File: src/rtl/core/sdc_pkg.sv
// Shared widths, register codes and a saturation helper for the spring distance constraint.
package sdc_pkg;

	localparam int DATA_W     = 32;
	localparam int CFG_IDX_W  = 3;
	localparam int CFG_DATA_W = 31;
	localparam int LEN_W      = 31;
	localparam int GAIN_W     = 17;
	localparam int GAIN_SHIFT = 16;

	localparam int DIFF_W = DATA_W + 1;
	localparam int MAG_W  = DATA_W + 1;
	localparam int SQR_W  = 2 * DATA_W + 1;
	localparam int RAD_W  = SQR_W + 1;
	localparam int DIST_W = 34;
	localparam int SQ_LAT = DIST_W;
	localparam int SQ_PAD_W = 2 * SQ_LAT;
	localparam int SQ_RW  = DIST_W + 3;

	localparam int EMAG_W = DIST_W - 1;
	localparam int MSUM_W = DATA_W + 1;
	localparam int PROD_W = MAG_W + EMAG_W;

	localparam int DIV_QW  = 35;
	localparam int DIV_DW  = 34;
	localparam int DIV_NW  = DIV_QW + DIV_DW;
	localparam int DIV_LAT = DIV_QW;

	localparam int M_W    = DIV_QW;
	localparam int NUM3_W = M_W + DATA_W;

	typedef enum logic [CFG_IDX_W-1:0] {
		REG_REST  = 3'd0,
		REG_GAIN  = 3'd1,
		REG_MAX   = 3'd2,
		REG_MIN   = 3'd3,
		REG_BREAK = 3'd4
	} cfg_reg_t;

	// Saturate a sign and magnitude to a signed 32-bit word.
	function automatic logic [DATA_W-1:0] sat32(logic neg, logic [DIV_QW-1:0] mag);
		logic [DIV_QW-1:0] lim;
		logic [DIV_QW-1:0] nmag;
		lim  = DIV_QW'(64'h8000_0000);
		nmag = -mag;
		if (neg) begin
			sat32 = (mag > lim) ? 32'h8000_0000 : nmag[DATA_W-1:0];
		end else begin
			sat32 = (mag >= lim) ? 32'h7FFF_FFFF : mag[DATA_W-1:0];
		end
	endfunction

endpackage

File: src/rtl/core/sdc_sqrt.sv
// Pipelined integer square root, one root bit per stage.
module sdc_sqrt (
	input  logic                        clk,
	input  logic                        en,
	input  logic [sdc_pkg::RAD_W-1:0]   rad,
	output logic [sdc_pkg::DIST_W-1:0]  root
);
	import sdc_pkg::*;

	logic [SQ_RW-1:0]    rem_q  [SQ_LAT];
	logic [DIST_W-1:0]   root_q [SQ_LAT];
	logic [SQ_PAD_W-1:0] bits_q [SQ_LAT];

	for (genvar k = 0; k < SQ_LAT; k++) begin : g_stage
		logic [SQ_RW-1:0]    rem_p;
		logic [SQ_RW-1:0]    rem_sh;
		logic [SQ_RW-1:0]    trial;
		logic [DIST_W-1:0]   root_p;
		logic [SQ_PAD_W-1:0] bits_p;
		logic                ge;

		if (k == 0) begin : g_first
			assign rem_p  = '0;
			assign root_p = '0;
			assign bits_p = {{(SQ_PAD_W-RAD_W){1'b0}}, rad};
		end else begin : g_next
			assign rem_p  = rem_q[k-1];
			assign root_p = root_q[k-1];
			assign bits_p = bits_q[k-1];
		end

		always_comb begin
			rem_sh = {rem_p[SQ_RW-3:0], bits_p[SQ_PAD_W-1 -: 2]};
			trial  = {{(SQ_RW-DIST_W-2){1'b0}}, root_p, 2'b01};
			ge     = rem_sh >= trial;
		end

		always_ff @(posedge clk) begin
			if (en) begin
				rem_q[k]  <= ge ? (rem_sh - trial) : rem_sh;
				root_q[k] <= {root_p[DIST_W-2:0], ge};
				bits_q[k] <= {bits_p[SQ_PAD_W-3:0], 2'b00};
			end
		end
	end

	assign root = root_q[SQ_LAT-1];
endmodule

File: config.mk
export PLATFORM = sky130hd
export DESIGN_NAME = sdc_sqrt
export DESIGN_NICKNAME = d
export VERILOG_FILES = /design/src/rtl/core/sdc_pkg.sv /design/src/rtl/core/sdc_sqrt.sv
export SDC_FILE = /design/constraint.sdc
export NUM_CORES = 2
export LEC_CHECK = 0
export BUFFER_PORTS_ARGS = -buffer_cell sky130_fd_sc_hd__buf_2
export CAP_MARGIN = 10
export CORE_UTILIZATION = 25
export CTS_CLUSTER_SIZE = 10
export DETAILED_ROUTE_END_ITERATION = 10
export PLACE_DENSITY = 0.42
export SETUP_SLACK_MARGIN = 0.02
export SYNTH_ARGS = -nofsm -noshare
export SYNTH_HDL_FRONTEND = slang
export SYNTH_MEMORY_MAX_BITS = 65536
export SYNTH_SLANG_ARGS = --single-unit
export TNS_END_PERCENT = 50
File: constraint.sdc
create_clock -name clk -period 3.4 [get_ports clk]
set_input_delay 0.68 -clock clk [delete_from_list [all_inputs] [get_ports clk]]
set_output_delay 0.68 -clock clk [all_outputs]
set_load 0.03 [all_outputs]
After elaboration in Yosys (flattened, before gate mapping). Memories as Yosys holds them, arrays and structs flattened. Cells that the tools add are included.

Input bits: 68. Flip-flop bits (word level): 0. Memories: 3. Logic and storage cells: 104. Bits in writable memories: 4658. Output and inout port bits: 34.

Memories: bits_q (words 34, bits a word 66, read ports 33, clocked after memory_dff 0, wr ports 34, line sdc_sqrt.sv:12) `logic [SQ_PAD_W-1:0] bits_q [SQ_LAT];`; rem_q (words 34, bits a word 37, read ports 33, clocked after memory_dff 0, wr ports 34, line sdc_sqrt.sv:10) `logic [SQ_RW-1:0] rem_q [SQ_LAT];`; root_q (words 34, bits a word 34, read ports 34, clocked after memory_dff 0, wr ports 34, line sdc_sqrt.sv:11) `logic [DIST_W-1:0] root_q [SQ_LAT];`.

Magnitude comparators: 33. Add/subtract/negate cells: 33. Multiplexer cells: 35.

Operators by type and width (number): >= comparator 37 x 36 -> 1 bit (33); two-way mux 37 bit (33); subtractor 37 x 36 -> 37 bit (33); two-way mux 1 bit (2).

Longest topological paths before layout. An unclocked memory read counts as a cell.

Word-level depth: 3. Depth in mapped cells: 16. Depth with buffers taken out: 13.

Least setup slack after synthesis. OpenSTA, ideal clock, no wires.

Path kind: reg2reg. Start: mem rem_q[30][6] in the netlist's numbering. End: mem rem_q[31][13] in the netlist's numbering (data pin). Clock period less this slack: 3624 ps. Path buffers: 4. Setup time: 270 ps. Data arrival time: 3354 ps. Data required time: 3130 ps. Cell stages (with the launch flop): 16. Path slack: -224 ps. Cells stage by stage: edfxtp_1 > ha_1 > clkbuf_1 > a21oi_1 > o21ai_0 > a2111oi_1 > o41ai_1 > a21oi_1 > o21ai_1 > a311o_1 > or2_2 > clkbuf_1 > buf_2 > clkbuf_1 > nor2_1 > a21oi_1.

RTL lines (line): from (decl) (sdc_sqrt.sv:10).

==> flow_summary_export.csv <==
group,metric,value,unit
synthesis,syn-cell-area,127000,sq um
power,p_int,71.7,mW
sta,drv_slew,0,
synthesis,synth_edf_count,2750,
grt,grt_max_degree,133,
synthesis,syn-mean-instance-area,13.0,sq um
route,drt_iter0_drc,4906,
critical_path,rrSetupSlack,-0.004,ns
run,drv_cap,0,
cts,clock_path_buffers,4,
place,dp_slack,-0.290,ns
synthesis,synth-seq-area-share,65.1,%
cts,root_buffer,"clkbuf_16",
grt,grtUsageTotal,11.3,%
layout,syn_to_final_growth,21.8,%
route,drc,0,
power,p_sw_share,28.8,%
route,postRouteAntennaNets,0,
route,vias_per_cell,4.42,
critical_path,critical_path_class,"flip-flop to flip-flop",
sta,timing.final.crit_period,3.40,ns
power,pwr-share-seq,45.4,%
critical_path,crit_arrival,4.06,ns
critical_path,crit_chain,"ha_4 -> o21ai_4 -> a211oi_4 -> o31ai_4 -> o311ai_2 -> buf_4 -> nand3_4 -> o21ba_4 -> o31a_1 -> o21ai_4 -> buf_12 -> buf_6 -> buf_12 -> mux2_4",
sta,setup_violations,4,
floorplan,core_area,506000,sq um
critical_path,slowest_stage,"edfxtp_1",
synthesis,synthTopCellsByArea,"edfxtp_1, ha_1, xor2_1",
cts,cts.clk_slew.worst_paths,0.06,ns
grt,antenna_found_initial,4,
critical_path,cp.required,4.06,ns
critical_path,critPathLaunchType,"flip-flop",
cts,cts.sink_count,2750,
sta,finalWorstSetupSlack,-0.00449,ns
power,leakagePower,58.4,nW
sta,rsz0062_at_grt,"true",
cts,cts_tree,"built",
hold_path,min_from,"en",
route,detail_route.wl_per_cell,16.9,um
power,ir_worst_vdd,0.406,mV
synthesis,yosys_most_used_dff,"edfxtp_1",
layout,final_nets,11500,
grt,grt_pass1_vias,80400,
critical_path,crit_fanout,5,
power,power,101,mW
synthesis,ys_ff_latch,2750,
floorplan,num_rows,261,
layout,drive_gt1_share,16.1,%
critical_path,endpoint_kind,"flip-flop",
floorplan,die_h,715,um
critical_path,cp_slowest_stage_delay,0.45,ns
critical_path,rr_worst_depth,14,
power,clockPowerShare,33.3,%
grt,grt_pass1_wl,464000,um
critical_path,rr_endpoint,"rem_q[30][18]",
cts,cts_buffers,343,
place,gp_congestion,0.848,
sta,worstMarginPinSlew,0.854,ns
cts,clk_latency,0.95,ns
floorplan,dieArea,511000,sq um
floorplan,floorplan.initialDensity,25.1,%
layout,multiInputGateArea,42700,sq um
route,drtPass1Iterations,5,
route,vias,78400,
floorplan,ios,102,
cts,htree_num_levels,5,
floorplan,die_x,715,um
sta,maxSlewHeadroom,43.1,%
sta,timing.final.crit_share,100,%
sta,hold_viol,0,
sta,fmax,294,MHz
synthesis,ys_types,93,
route,routed_wl,299000,um
synthesis,yosysTopAreaCell,"edfxtp_1",
hold_path,min_to,"bits_q[11][47]",
power,pwr-share-comb,21.3,%
power,powerDensity,651,nW/um^2
synthesis,yosysTopAreaCellShare,65.1,%
hold_path,hold_depth,1,
critical_path,r2r_start,"rem_q[29][4]",
status,status,"finished with violations",
place,place.detailed.hpwl,216000,um
layout,area.sequential,82600,sq um
place,numPortBuffers,100,
power,p_switching,29.0,mW
critical_path,path_delay_family,"compound AO/OA/AOI/OAI gates",
critical_path,crit_buf_inv,4,
grt,grt_overflow,0,
synthesis,yosys_warnings,0,
sta,fin_skew,0.0704,ns
synthesis,synthCells,9735,
synthesis,synthArstFlopShare,0,%
status,failed_checks,"negative setup slack",
layout,fillCellCount,50700,
hold_path,hp-class,"input pin to flip-flop",
[layer usage]
layer | up-vias | wire length, um | global-route usage, %
met5 | - | 0 | 0
met4 | 0 | 9750 | 3.62
met3 | 585 | 10700 | 1.66
met2 | 1398 | 146000 | 19.8
met1 | 38200 | 133000 | 14.3
li1 | 38300 | - | -
[sequential cells by signal (all words and copies together), names as in the netlist]
name	flops
rem_q	1067
bits_q	1122
root_q	561
[synthesized netlist by cell type (12+ instances only)]
master     number
edfxtp_1     2750
inv_1         740
nand2_1       658
nor2_1        620
a21oi_1       600
ha_1          596
o21ai_0       501
xor2_1        477
xnor2_1       430
a21o_1        266
nor3_1        256
clkbuf_1      172
nand3_1       153
nor4_1        128
nand2b_1      119
or3_1         109
nand4_1       101
nor2b_1        91
mux2_2         82
o21a_1         81
o31ai_1        64
or4_1          64
a211oi_1       50
a31oi_1        49
o21bai_1       48
and3_1         46
or2_2          38
o211ai_1       36
and2_1         28
nand3b_1       26
a21boi_0       25
and4_1         21
nor3b_1        20
a2111oi_0      17
a211o_1        16
o31a_1         15
nand4b_1       14
a221oi_1       13
a31o_2         13
buf_1          13
o211a_1        13
o22ai_1        12
[kinds of logic (layout without fill, tap and decap cells)]
| group | after synthesis | after routing | share of synthesized area, % |
|---|---|---|---|
| other | 1 | 3 | 0.00295 |
| AO/OA/AOI/OAI | 1930 | 1930 | 9.44 |
| flip-flops | 2750 | 2750 | 65.1 |
| multiplexers | 86 | 86 | 0.759 |
| adder cells (fa/ha/maj) | 596 | 596 | 5.87 |
| buffers and inverters | 935 | 2236 | 2.79 |
| AND/OR/NAND/NOR | 2530 | 2530 | 9.82 |
| XOR/XNOR | 907 | 907 | 6.26 |
[cell type report]
| type | instances | area share [%] |
|---|---|---|
| flip-flops and latches | 2750 | 53.4 |
| clock inverters | 112 | 0.780 |
| inverters | 741 | 1.80 |
| repair buffers | 969 | 5.16 |
| clock buffers | 414 | 5.75 |
| multi-input cells | 6051 | 27.7 |
| well taps | 6706 | 5.43 |
| diodes | 1 | 0.00162 |
[power groups by stage]
stage | sequential (mW) | clock, mW | combinational (mW)
2_1_floorplan | 44.9 | 0 | 13.7
3_3_place_gp | 46.5 | 0 | 20.2
3_5_place_dp | 46.4 | 0 | 20.3
4_1_cts | 45.8 | 35.0 | 20.7
5_1_grt | 46.2 | 36.1 | 23.8
6_report | 45.7 | 33.5 | 21.4
[stage by stage]
step | setup TNS, ns | hold slack (ns) | util, % | instances | instance area (sq um)
6_report | -0.0165 | 0.329 | 30.6 | 17700 | 155000
5_1_grt | -1.98 | 0.220 | 30.6 | 17700 | 155000
4_1_cts | -0.425 | 0.198 | 30.2 | 17700 | 153000
3_5_place_dp | -14.30 | 0.405 | 27.9 | 17100 | 141000
3_3_place_gp | -12.90 | 0.400 | 27.9 | 17100 | 141000
2_1_floorplan | -0.128 | 0.400 | - | 9736 | 127000
[placed cells by master (no fill, tap or decap), types with 101 or more instances in the layout]
| master | instances |
|---|---|
| a21oi_1 | 566 |
| buf_2 | 101 |
| nor2_1 | 593 |
| edfxtp_1 | 2750 |
| nand2b_1 | 118 |
| o21ai_0 | 447 |
| clkbuf_16 | 348 |
| xnor2_1 | 424 |
| nand2_1 | 655 |
| a21o_1 | 263 |
| nand3_1 | 144 |
| buf_4 | 725 |
| nor4_1 | 102 |
| ha_1 | 573 |
| inv_1 | 736 |
| xor2_1 | 475 |
| nor3_1 | 223 |
| nand4_1 | 101 |
[worst max-delay path by stage]
stage | endpoint | cells after the start | from | slack, ns
global route | rem_q[30][17] | 14 | rem_q[29][4] | -0.11
floorplan | rem_q[7][28] | 12 | rem_q[6][6] | -0.06
global placement | rem_q[28][32] | 14 | rem_q[27][0] | -0.32
finish | rem_q[30][18] | 14 | rem_q[29][4] | -0.004
CTS | rem_q[30][20] | 14 | rem_q[29][4] | -0.1
detailed placement | rem_q[28][32] | 14 | rem_q[27][0] | -0.29
[repair_timing]
action,4_1_cts,5_1_grt
hold buffers,66,0
cloned,5,4
endpoints found under the setup margin,275,542
resized for setup,114,343
setup buffers,23,61
pin swaps,32,84
hold endpoints to repair,66,0
Power figures use the tool's default switching activity.
